File: src/rtl/pdvm_pkg.sv
`timescale 1ns / 1ps
// Shared types and constants of the perspective divide and viewport map block.
// Depends on nothing; the divider cell, back end and top level refer to it by scoped names.

package pdvm_pkg;

    localparam int COORD_W = 32;
    localparam int DIM_W   = 14;
    localparam int MID_W   = 35;
    localparam int WIDE_W  = 42;
    localparam int PROD_W  = 57;
    localparam int CFG_IDX_W = 2;

    localparam logic [CFG_IDX_W-1:0] CFG_WIDTH  = 2'd0;
    localparam logic [CFG_IDX_W-1:0] CFG_HEIGHT = 2'd1;

    localparam logic MODE_CLIP = 1'b0;
    localparam logic MODE_BACK = 1'b1;

    localparam logic [DIM_W-1:0] WIDTH_RESET  = 14'd640;
    localparam logic [DIM_W-1:0] HEIGHT_RESET = 14'd480;

    localparam logic signed [COORD_W-1:0] Q_MAX = 32'sh7FFF_FFFF;
    localparam logic signed [COORD_W-1:0] Q_MIN = 32'sh8000_0000;
    localparam logic signed [WIDE_W-1:0] WIDE_LIM = 42'sd1 <<< 40;

    typedef struct packed {
        logic mode;
        logic w_zero;
        logic neg_a;
        logic neg_b;
        logic signed [COORD_W-1:0] x;
        logic signed [COORD_W-1:0] y;
        logic signed [COORD_W-1:0] z;
        logic [DIM_W-1:0] w_dim;
        logic [DIM_W-1:0] h_dim;
    } side_t;

    typedef struct packed {
        logic signed [COORD_W-1:0] val;
        logic flag;
    } sat_t;

endpackage

File: src/rtl/pdvm_div_cell.sv
`timescale 1ns / 1ps
// One cell of the divider chain: one restoring quotient bit for each of two lanes.
// Depends on pdvm_pkg for the sideband word that travels alongside the lanes.

module pdvm_div_cell #(
    parameter int FRAC_BITS = 16,
    localparam int NUM_W = ((2 * FRAC_BITS + 1) > 33) ? (2 * FRAC_BITS + 1) : 33
) (
    input  logic                          clk,
    input  logic                          rst_n,
    input  logic                          in_valid,
    output logic                          in_ready,
    input  logic [31:0]                   in_a_rem,
    input  logic [NUM_W-1:0]              in_a_nq,
    input  logic [31:0]                   in_a_div,
    input  logic [pdvm_pkg::DIM_W-1:0]    in_b_rem,
    input  logic [NUM_W-1:0]              in_b_nq,
    input  pdvm_pkg::side_t               in_side,
    output logic                          out_valid,
    input  logic                          out_ready,
    output logic [31:0]                   out_a_rem,
    output logic [NUM_W-1:0]              out_a_nq,
    output logic [31:0]                   out_a_div,
    output logic [pdvm_pkg::DIM_W-1:0]    out_b_rem,
    output logic [NUM_W-1:0]              out_b_nq,
    output pdvm_pkg::side_t               out_side
);

    logic                       valid_reg;
    logic [31:0]                a_rem_reg;
    logic [NUM_W-1:0]           a_nq_reg;
    logic [31:0]                a_div_reg;
    logic [pdvm_pkg::DIM_W-1:0] b_rem_reg;
    logic [NUM_W-1:0]           b_nq_reg;
    pdvm_pkg::side_t            side_reg;

    logic [32:0]                a_trial;
    logic [32:0]                a_diff;
    logic                       a_ge;
    logic [31:0]                a_rem_next;
    logic [NUM_W-1:0]           a_nq_next;
    logic [pdvm_pkg::DIM_W:0]   b_trial;
    logic [pdvm_pkg::DIM_W:0]   b_diff;
    logic                       b_ge;
    logic [pdvm_pkg::DIM_W-1:0] b_rem_next;
    logic [NUM_W-1:0]           b_nq_next;

    assign in_ready = !valid_reg || out_ready;

    always_comb
    begin
        a_trial    = {in_a_rem, in_a_nq[NUM_W-1]};
        a_diff     = a_trial - {1'b0, in_a_div};
        a_ge       = (a_trial >= {1'b0, in_a_div});
        a_rem_next = a_ge ? a_diff[31:0] : a_trial[31:0];
        a_nq_next  = {in_a_nq[NUM_W-2:0], a_ge};

        b_trial    = {in_b_rem, in_b_nq[NUM_W-1]};
        b_diff     = b_trial - {1'b0, in_side.h_dim};
        b_ge       = (b_trial >= {1'b0, in_side.h_dim});
        b_rem_next = b_ge ? b_diff[pdvm_pkg::DIM_W-1:0] : b_trial[pdvm_pkg::DIM_W-1:0];
        b_nq_next  = {in_b_nq[NUM_W-2:0], b_ge};
    end

    always_ff @(posedge clk or negedge rst_n)
    begin
        if (!rst_n)
        begin
            valid_reg <= 1'b0;
        end
        else if (in_ready)
        begin
            valid_reg <= in_valid;
        end
    end

    always_ff @(posedge clk)
    begin
        if (in_ready && in_valid)
        begin
            a_rem_reg <= a_rem_next;
            a_nq_reg  <= a_nq_next;
            a_div_reg <= in_a_div;
            b_rem_reg <= b_rem_next;
            b_nq_reg  <= b_nq_next;
            side_reg  <= in_side;
        end
    end

    assign out_valid = valid_reg;
    assign out_a_rem = a_rem_reg;
    assign out_a_nq  = a_nq_reg;
    assign out_a_div = a_div_reg;
    assign out_b_rem = b_rem_reg;
    assign out_b_nq  = b_nq_reg;
    assign out_side  = side_reg;

endmodule

File: config.mk
export PLATFORM = sky130hd
export DESIGN_NAME = pdvm_div_cell
export DESIGN_NICKNAME = d
export VERILOG_FILES = /design/src/rtl/pdvm_pkg.sv /design/src/rtl/pdvm_div_cell.sv
export SDC_FILE = /design/constraint.sdc
export NUM_CORES = 1
export LEC_CHECK = 0
export BUFFER_PORTS_ARGS = -buffer_cell sky130_fd_sc_hd__buf_2
export CAP_MARGIN = 20
export CELL_PAD_IN_SITES_DETAIL_PLACEMENT = 1
export CELL_PAD_IN_SITES_GLOBAL_PLACEMENT = 1
export CORE_AREA = 2 2 213 215
export CTS_CLUSTER_DIAMETER = 150
export DETAILED_ROUTE_END_ITERATION = 10
export DIE_AREA = 0 0 215 217
export PLACE_DENSITY = 0.7
export SYNTH_ARGS = -nofsm -noshare
export SYNTH_HDL_FRONTEND = slang
export SYNTH_SLANG_ARGS = --single-unit
File: constraint.sdc
create_clock -name clk -period 7 [get_ports clk]
set_clock_uncertainty 0.05 [all_clocks]
set_input_delay 0.35 -clock clk [delete_from_list [all_inputs] [get_ports clk]]
set_output_delay 0.35 -clock clk [all_outputs]
set_load 0.02 [all_outputs]
Word level (Yosys, flattened, before mapping)
Index checks and enable logic that the tools add are counted.

$add $sub $neg: 2. Muxes and demuxes: 2. Reduce and logical (&&, ||, !) cells: 3. $lt $le $gt $ge: 2.

Operator list (number): $ge A33 B32 Y1 (1); $mux W32 (1); $sub A32 B32 Y32 (1); $ge A15 B14 Y1 (1); $mux W14 (1); $sub A14 B14 Y14 (1); $logic_and A1 B1 Y1 (1); $logic_not A1 Y1 (1); $logic_or A1 B1 Y1 (1).

Bits of input ports: 276. Output and inout bits: 274. Word-level logic and storage cells: 24. Flip-flop bits (word level): 273.

Longest topological paths before layout
Gate-level depths: netlist of run 1.

Word-level depth: 3. Depth in mapped cells: 12. Gate-level depth less buffers: 11.

Least setup slack after synthesis of run 1
OpenSTA, ideal clock, no wires.

Kind: reg2reg. From: register valid_reg (netlist: out_valid). To: register a_div_reg[0] (netlist: out_a_div[0]) (enable). Required time: 6.283 ns. Path slack: -0.630 ns. Period minus slack after synthesis: 7.630 ns. Cell stages (with the launch flop): 3. Arrival: 6.913 ns. Library setup time: 0.667 ns. Path buffers: 0. Path through: dfrtp_1 nand2b_1 and2_1.

Word-level cells in the longest chain between the ends: 3.

RTL lines: from (decl) (line pdvm_div_cell.sv:29) `logic valid_reg;`; from (signal assigned) (line pdvm_div_cell.sv:73) `valid_reg <= in_valid;`; $logic_not A1 Y1 (line pdvm_div_cell.sv:48) `assign in_ready = !valid_reg || out_ready;`; $logic_or A1 B1 Y1 (line pdvm_div_cell.sv:48); named net in_ready (line pdvm_div_cell.sv:12) `output logic in_ready,`; $logic_and A1 B1 Y1 (line pdvm_div_cell.sv:79) `if (in_ready && in_valid)`; to (signal assigned) (line pdvm_div_cell.sv:83) `a_div_reg <= in_a_div;`; to (decl) (line pdvm_div_cell.sv:32) `logic [31:0] a_div_reg;`.

The timed path passes the listed nets, and every way through them passes these cells. A chain may end at the register's enable or synchronous reset.

Worst setup path after layout of run 1
From: input port in_a_div[14]. To: register a_rem_reg[8] (netlist: out_a_rem[8]) (data pin).

Word-level cells in the longest chain between the ends: 2.

RTL lines: from (decl) (line pdvm_div_cell.sv:15) `input logic [31:0] in_a_div,`; $ge A33 B32 Y1 (line pdvm_div_cell.sv:54) `a_ge = (a_trial >= {1'b0, in_a_div});`; $mux W32 (line pdvm_div_cell.sv:55) `a_rem_next = a_ge ? a_diff[31:0] : a_trial[31:0];`; named net a_rem_next[8] (line pdvm_div_cell.sv:40) `logic [31:0] a_rem_next;`; to (signal assigned) (line pdvm_div_cell.sv:81) `a_rem_reg <= a_rem_next;`; to (decl) (line pdvm_div_cell.sv:30) `logic [31:0] a_rem_reg;`.

The timed path passes the listed nets, and every way through them passes these cells.

==> results of run 1 <==
## repair_timing
action	CTS	global route
gates resized for setup	0	0
hold endpoints to repair	223	0
endpoints found under the setup margin	0	0
hold buffers	223	0
## worst max-delay path: stages
cell and delay (ps):
dlygate4sd3_1 520, buf_2 110, inv_1 40, ha_1 410, and4_1 270, nand4_1 150
nor3_1 250, o21ai_2 90, nand3_1 110, a21oi_2 90, o21ai_4 470, buf_4 420
mux2_2 390
## cell type report
type                       count  area [sq um]
fill                        4846         26400
sequential                   273          8190
timing repair buffer         776          5020
multi-input combinational    380          2930
clock buffer                  43           916
tap                          600           751
clock inverter                18           228
inverter                      54           203
antenna                        9          22.5
## metal layers
layer / wire length [microns] / track usage [%]
met3: 3300 / 6.25
met2: 23900 / 34.5
met1: 16900 / 20.2
met4: 1860 / 8.16
met5: 26 / 0
## flip-flops by register name, summed over array words and instances, names as in the netlist
register / flops
out_a_nq: 33
out_a_div: 32
out_valid: 1
out_b_rem: 14
out_a_rem: 32
out_b_nq: 33
out_side: 128
## per-stage QoR
stage	utilization, %	instances	setup WS [ps]	instance area, sq um	total power (uW)
floorplan	-	720	2420	11400	2440
global placement	33.3	1860	3480	14900	2710
detailed placement	33.3	1860	3460	14900	2730
CTS	40.8	2144	3490	18200	4680
global route	40.9	2152	3290	18300	4830
finish	40.9	2153	3520	18300	4650
## path summary, 6_finish.rpt
kind | slack, ps | end
max reg2reg | 4490 | out_a_div[1]
min in group asynchronous | 70 | out_valid
max in group asynchronous | 6750 | out_valid
max | 3520 | out_a_rem[8]
min reg2reg | 590 | out_valid
min | 20 | out_a_div[5]
## cells in the final DEF (no fill, tap or decap), types with 3 or more instances in the layout
master / synthesis / layout
ha_1: 46 / 46
mux2i_1: 6 / 6
nor2_1: 28 / 28
a21boi_0: 3 / 3
nor4_1: 3 / 3
nor3_1: 13 / 13
nand2b_1: 10 / 10
o21ai_0: 20 / 20
diode_2: 0 / 9
nand4_1: 7 / 7
o211ai_1: 3 / 3
clkinv_2: 0 / 5
a31oi_1: 6 / 6
buf_4: 4 / 3
nand2_1: 29 / 29
nor2b_1: 9 / 9
mux2_2: 40 / 40
bufinv_16: 0 / 5
a21oi_1: 33 / 33
inv_1: 54 / 54
xnor2_1: 28 / 28
and2_1: 4 / 3
edfxtp_1: 272 / 272
o21bai_1: 5 / 5
o21ai_1: 3 / 3
clkinv_1: 0 / 3
o31ai_1: 3 / 3
a21o_1: 9 / 9
buf_2: 1 / 549
o21a_1: 11 / 11
nand3_1: 15 / 15
xor2_1: 9 / 9
clkbuf_1: 8 / 7
dlygate4sd3_1: 0 / 223
clkbuf_16: 0 / 35
inv_6: 0 / 3
## cells in the mapped netlist, drive strengths merged (10+ instances only)
cell type | number | area share, %
edfxtp | 272 | 72
inv | 54 | 1.8
ha | 46 | 5.1
mux2 | 42 | 4.2
a21oi | 34 | 1.5
nand2 | 29 | 0.96
nor2 | 28 | 0.92
xnor2 | 28 | 2.2
o21ai | 26 | 1.3
nand3 | 15 | 0.66
nor3 | 13 | 0.57
o21a | 11 | 0.72
nand2b | 10 | 0.55
## power by group through the flow
stage | Sequential [uW] | Clock (uW) | Combinational, uW
after CTS | 1970 | 1870 | 835
after floorplan | 2140 | 0 | 294
after global routing | 1980 | 1950 | 901
after global placement | 2000 | 0 | 713
final | 1970 | 1840 | 838
after detailed placement | 2000 | 0 | 727
## cell families after synthesis
| group | share of synthesized area [%] |
|---|---|
| flip-flops | 71.9 |
| AND/OR/NAND/NOR | 5.45 |
| AO/OA/AOI/OAI | 7.29 |
| buffers and inverters | 2.35 |
| multiplexers | 4.74 |
| adder cells (fa/ha/maj) | 5.40 |
| XOR/XNOR | 2.84 |
==> flow_metrics.env, run 1 <==
export IMPL_outcome="complete, no violations"
export IMPL_power_share_of_the_clock_group_pct=39.6
export IMPL_totalWireLength_mm=46.0
export IMPL_report_final_hold_viol_count=0
export IMPL_first_pass_grt_wire_length_mm=66.1
export IMPL_rr_worst_depth=3
export IMPL_fmaxAchievable_mhz=287
export IMPL_grt_antenna_before_repair=10
export IMPL_power_switching_uw=1240
export IMPL_drive_above_1_share_pct=42.8
export IMPL_worst_r2r_startpoint="out_valid"
export IMPL_drt_antenna_violating_nets=0
export IMPL_avgViaCountPerCell=4.38
export IMPL_startpoint="in_a_div[14]"
export IMPL_synth_cell_area_sq_um=11400
export IMPL_boundaryPins=550
export IMPL_synth_warning_count=0
export IMPL_p_int_uw=3410
export IMPL_relSlewSlack_pct=27.9
export IMPL_tritoncts="built"
export IMPL_worstHoldPathCells=1
export IMPL_clock_tree_htree_level_count=2
export IMPL_hold_start="in_a_div[5]"
export IMPL_setup_tns_ps=0
export IMPL_dr_first_iter_drc_count=487
export IMPL_hold_worst_slack_ps=21.6
export IMPL_post_cts_setup_buffer_count=0
export IMPL_clkLatencyLatePin_ps=530
export IMPL_yosysUniqueCellTypes=59
export IMPL_pin_count_of_the_biggest_net_entering_global_routing=162
export IMPL_core_rowCount=78
export IMPL_asyncSetResetFlopFracSynth_pct=0.366
export IMPL_ys_ff_latch=273
export IMPL_final_min_period_over_clock_period_pct=49.8
export IMPL_endpoint_kind="flop"
export IMPL_syn_nets=1044
export IMPL_detailed_place_hpwl_mm=31.7
export IMPL_power_leakage_uw=0.00778
export IMPL_grt_use_total_pct=19.0
export IMPL_share_seq_of_total_power_pct=42.4
export IMPL_port_buffers=549
export IMPL_layout_area_overhead_vs_synth_pct=60.4
export IMPL_cts_sink_count=273
export IMPL_worstHoldPathType="in2reg"
export IMPL_worstMarginPinSlew_ps=1080
export IMPL_critical_path_startpoint_type="input pin"
export IMPL_design_die_area_sq_um=46700
export IMPL_path_clk_slew_ps=60
export IMPL_num_vias=9422
export IMPL_setup_viol_count_final=0
export IMPL_power_switching_fraction_pct=26.6
export IMPL_vias_in_the_first_global_route=10300
export IMPL_rsz_0062_raised_after_global_routing="no"
export IMPL_dieWidth_microns=215
export IMPL_drc=0
export IMPL_dieHeight_microns=217
export IMPL_yosysSeqAreaShare_pct=71.9
export IMPL_worstPathRequired_ps=7220
export IMPL_slew_violations=0
export IMPL_wire_per_inst_microns=21.4
export IMPL_avgSynthCellArea_sq_um=15.8
export IMPL_pwr_density_cell_nw_per_um2=255
export IMPL_crit_fanout=19
export IMPL_nNetsFinal=1843
export IMPL_vdd_ir_drop_worst_mv=0.179
export IMPL_max_cap_violations=0
export IMPL_cts_max_path_buffers=3
export IMPL_syn_inst=720
export IMPL_root_buffer_master="clkbuf_16"
export IMPL_core_area_sq_um=44700
export IMPL_combPwrFrac_pct=18.0
export IMPL_final_period_minus_worst_setup_slack_ps=3480
export IMPL_cts_made_buffers=34
export IMPL_drt_pre_antenna_iters=4
export IMPL_synthFlopType="edfxtp_1"
export IMPL_number_of_synthesized_flops_with_an_enable_pin=272
export IMPL_floorplan_initialDensity_pct=25.5
export IMPL_overflow=0
export IMPL_cp_data_arrival_time_ps=3700
export IMPL_place_gp_congestion=0.838
export IMPL_path_class="in2reg"
(Power assumes the default switching activity.)
==> inputs of run 2 (changes only) <==
==> constraint.sdc (replaced) <==
create_clock -name clk -period 2.9 [get_ports clk]
set_clock_uncertainty 0.05 [all_clocks]
set_input_delay 0.145 -clock clk [delete_from_list [all_inputs] [get_ports clk]]
set_output_delay 0.145 -clock clk [all_outputs]
set_load 0.02 [all_outputs]
==> flow_metrics.env, run 2 (synthesis gave the netlist of run 1 again) <==
export IMPL_path_clk_slew_ps=60
export IMPL_grt_antenna_before_repair=6
export IMPL_largest_register_ffs=128
export IMPL_vdd_ir_drop_worst_mv=0.484
export IMPL_worstHoldPathType="in2reg"
export IMPL_critical_path_slowest_cell="dlygate4sd3_1"
export IMPL_first_pass_grt_wire_length_mm=69.8
export IMPL_port_buffers=549
export IMPL_drc=0
export IMPL_layout_area_overhead_vs_synth_pct=67.3
export IMPL_path_cells="dlygate4sd3_1 > buf_2 > ha_1 > a21oi_1 > o21a_1 > o32ai_2 > nor2_1 > nand3_2 > a21oi_4 > o21ai_4 > buf_12 > clkbuf_16 > mux2_4"
export IMPL_root_buffer_master="clkbuf_16"
export IMPL_grt_use_total_pct=20.0
export IMPL_detailed_place_hpwl_mm=32.0
export IMPL_crit_path_max_incr_delay_ps=540
export IMPL_place_gp_congestion=0.858
export IMPL_cts_made_buffers=35
export IMPL_core_rowCount=78
export IMPL_fillers=4814
export IMPL_cts_max_path_buffers=3
export IMPL_setup_tns_ps=0
export IMPL_vias_in_the_first_global_route=10900
export IMPL_boundaryPins=550
export IMPL_pwr_density_cell_nw_per_um2=581
export IMPL_fmaxAchievable_mhz=347
export IMPL_path_class="in2reg"
export IMPL_crit_fanout=9
export IMPL_dieWidth_microns=215
export IMPL_power_leakage_uw=0.00812
export IMPL_report_final_hold_viol_count=0
export IMPL_core_area_sq_um=44700
export IMPL_final_min_period_over_clock_period_pct=99.3
export IMPL_overflow=0
export IMPL_worstPathRequired_ps=3130
export IMPL_clkLatencyLatePin_ps=520
export IMPL_critical_path_startpoint_type="input pin"
export IMPL_critPathBufInv=4
export IMPL_endpoint_kind="flop"
export IMPL_outcome="complete, no violations"
export IMPL_rsz_0062_raised_after_global_routing="yes"
export IMPL_totalWireLength_mm=48.2
export IMPL_tritoncts="built"
export IMPL_final_cell_mix="buf_2, dlygate4sd3_1, edfxtp_1"
export IMPL_timing_critical_path_max_delay_family="buffers and inverters"
export IMPL_drt_antenna_violating_nets=0
export IMPL_clock_tree_htree_level_count=2
export IMPL_setup_viol_count_final=0
export IMPL_cts_sink_count=273
export IMPL_drt_pre_antenna_iters=4
export IMPL_layout_cells_most_common="buf_2"
export IMPL_place_worst_setup_slack_ps=30.9
export IMPL_floorplan_initialDensity_pct=25.5
export IMPL_max_cap_violations=0
export IMPL_cp_data_arrival_time_ps=3110
export IMPL_avgViaCountPerCell=4.42
export IMPL_slew_violations=0
export IMPL_final_period_minus_worst_setup_slack_ps=2880
export IMPL_dr_first_iter_drc_count=595
export IMPL_dieHeight_microns=217
export IMPL_wire_per_inst_microns=21.7
export IMPL_pin_count_of_the_biggest_net_entering_global_routing=85
export IMPL_num_vias=9830
export IMPL_post_route_worst_setup_slack_ps=21.5
export IMPL_design_die_area_sq_um=46700
export IMPL_nNetsFinal=1920
export IMPL_relSlewSlack_pct=66.4
export IMPL_drive_above_1_share_pct=42.8
export IMPL_worstMarginPinSlew_ps=504
run 2: final cells by class:
cell class / count / area [sq um] / area share (%)
tap: 600 / 751 / 3.94
clock inverter: 17 / 129 / 0.676
antenna: 5 / 12.5 / 0.0657
timing repair buffer: 852 / 5820 / 30.5
inverter: 54 / 203 / 1.06
sequential: 273 / 8190 / 43.0
clock buffer: 44 / 931 / 4.89
multi-input combinational: 380 / 3020 / 15.8
run 2: worst min-delay path: cells and delay by family:
| kind | cells | cell delay (ps) |
|---|---|---|
| mux | 1 | 160 |
| buf+inv | 2 | 170 |
run 2: what timing repair did:
action / CTS / global route
hold buffers: 273 / 1
setup buffers: 0 / 5
endpoints found under the setup margin: 0 / 30
gates resized for setup: 0 / 18
hold endpoints to repair: 271 / 1
run 2: power by group:
part	leakage [uW]	switching (uW)	internal, uW
Sequential	0.00260	77.5	4680
Clock	0.000510	1740	2370
Combinational	0.00501	1210	978
Total	0.00812	3030	8030
run 2: stage by stage:
stage                     util, %  total power [uW]  cell area [sq um]  hold slack (ps)  cells
after detailed placement     33.7              6620              15100             -119   1879
after CTS                    42.2             11100              18900             17.3   2213
after floorplan                 -              5870              11400             -201    720
after global routing         42.6             11500              19100             59.0   2225
final                        42.6             11100              19100             43.4   2225
after global placement       33.7              6590              15100             -128   1879
run 2: final timing paths:
path,start,end,slack [ps],cells after the start
worst max-delay path,in_a_rem[11],out_a_rem[31],20,13
worst min-delay path,in_b_rem[0],out_b_rem[1],40,3
worst max register to register,out_valid,out_side[45],1060,3
worst min register to register,out_valid,out_a_nq[8],880,2
max in group asynchronous,rst_n,out_valid,2260,3
min in group asynchronous,rst_n,out_valid,430,3
run 2: layer usage:
metal / global-route usage, % / routed length, microns / vias up / share of wire [%]
li1: - / - / 4494 / -
met1: 21.6 / 17900 / 4883 / 37
met2: 37.4 / 25600 / 370 / 53
met3: 5.35 / 3030 / 81 / 6.3
met4: 7.08 / 1630 / 2 / 3.4
met5: 0 / 13 / - / 0.027
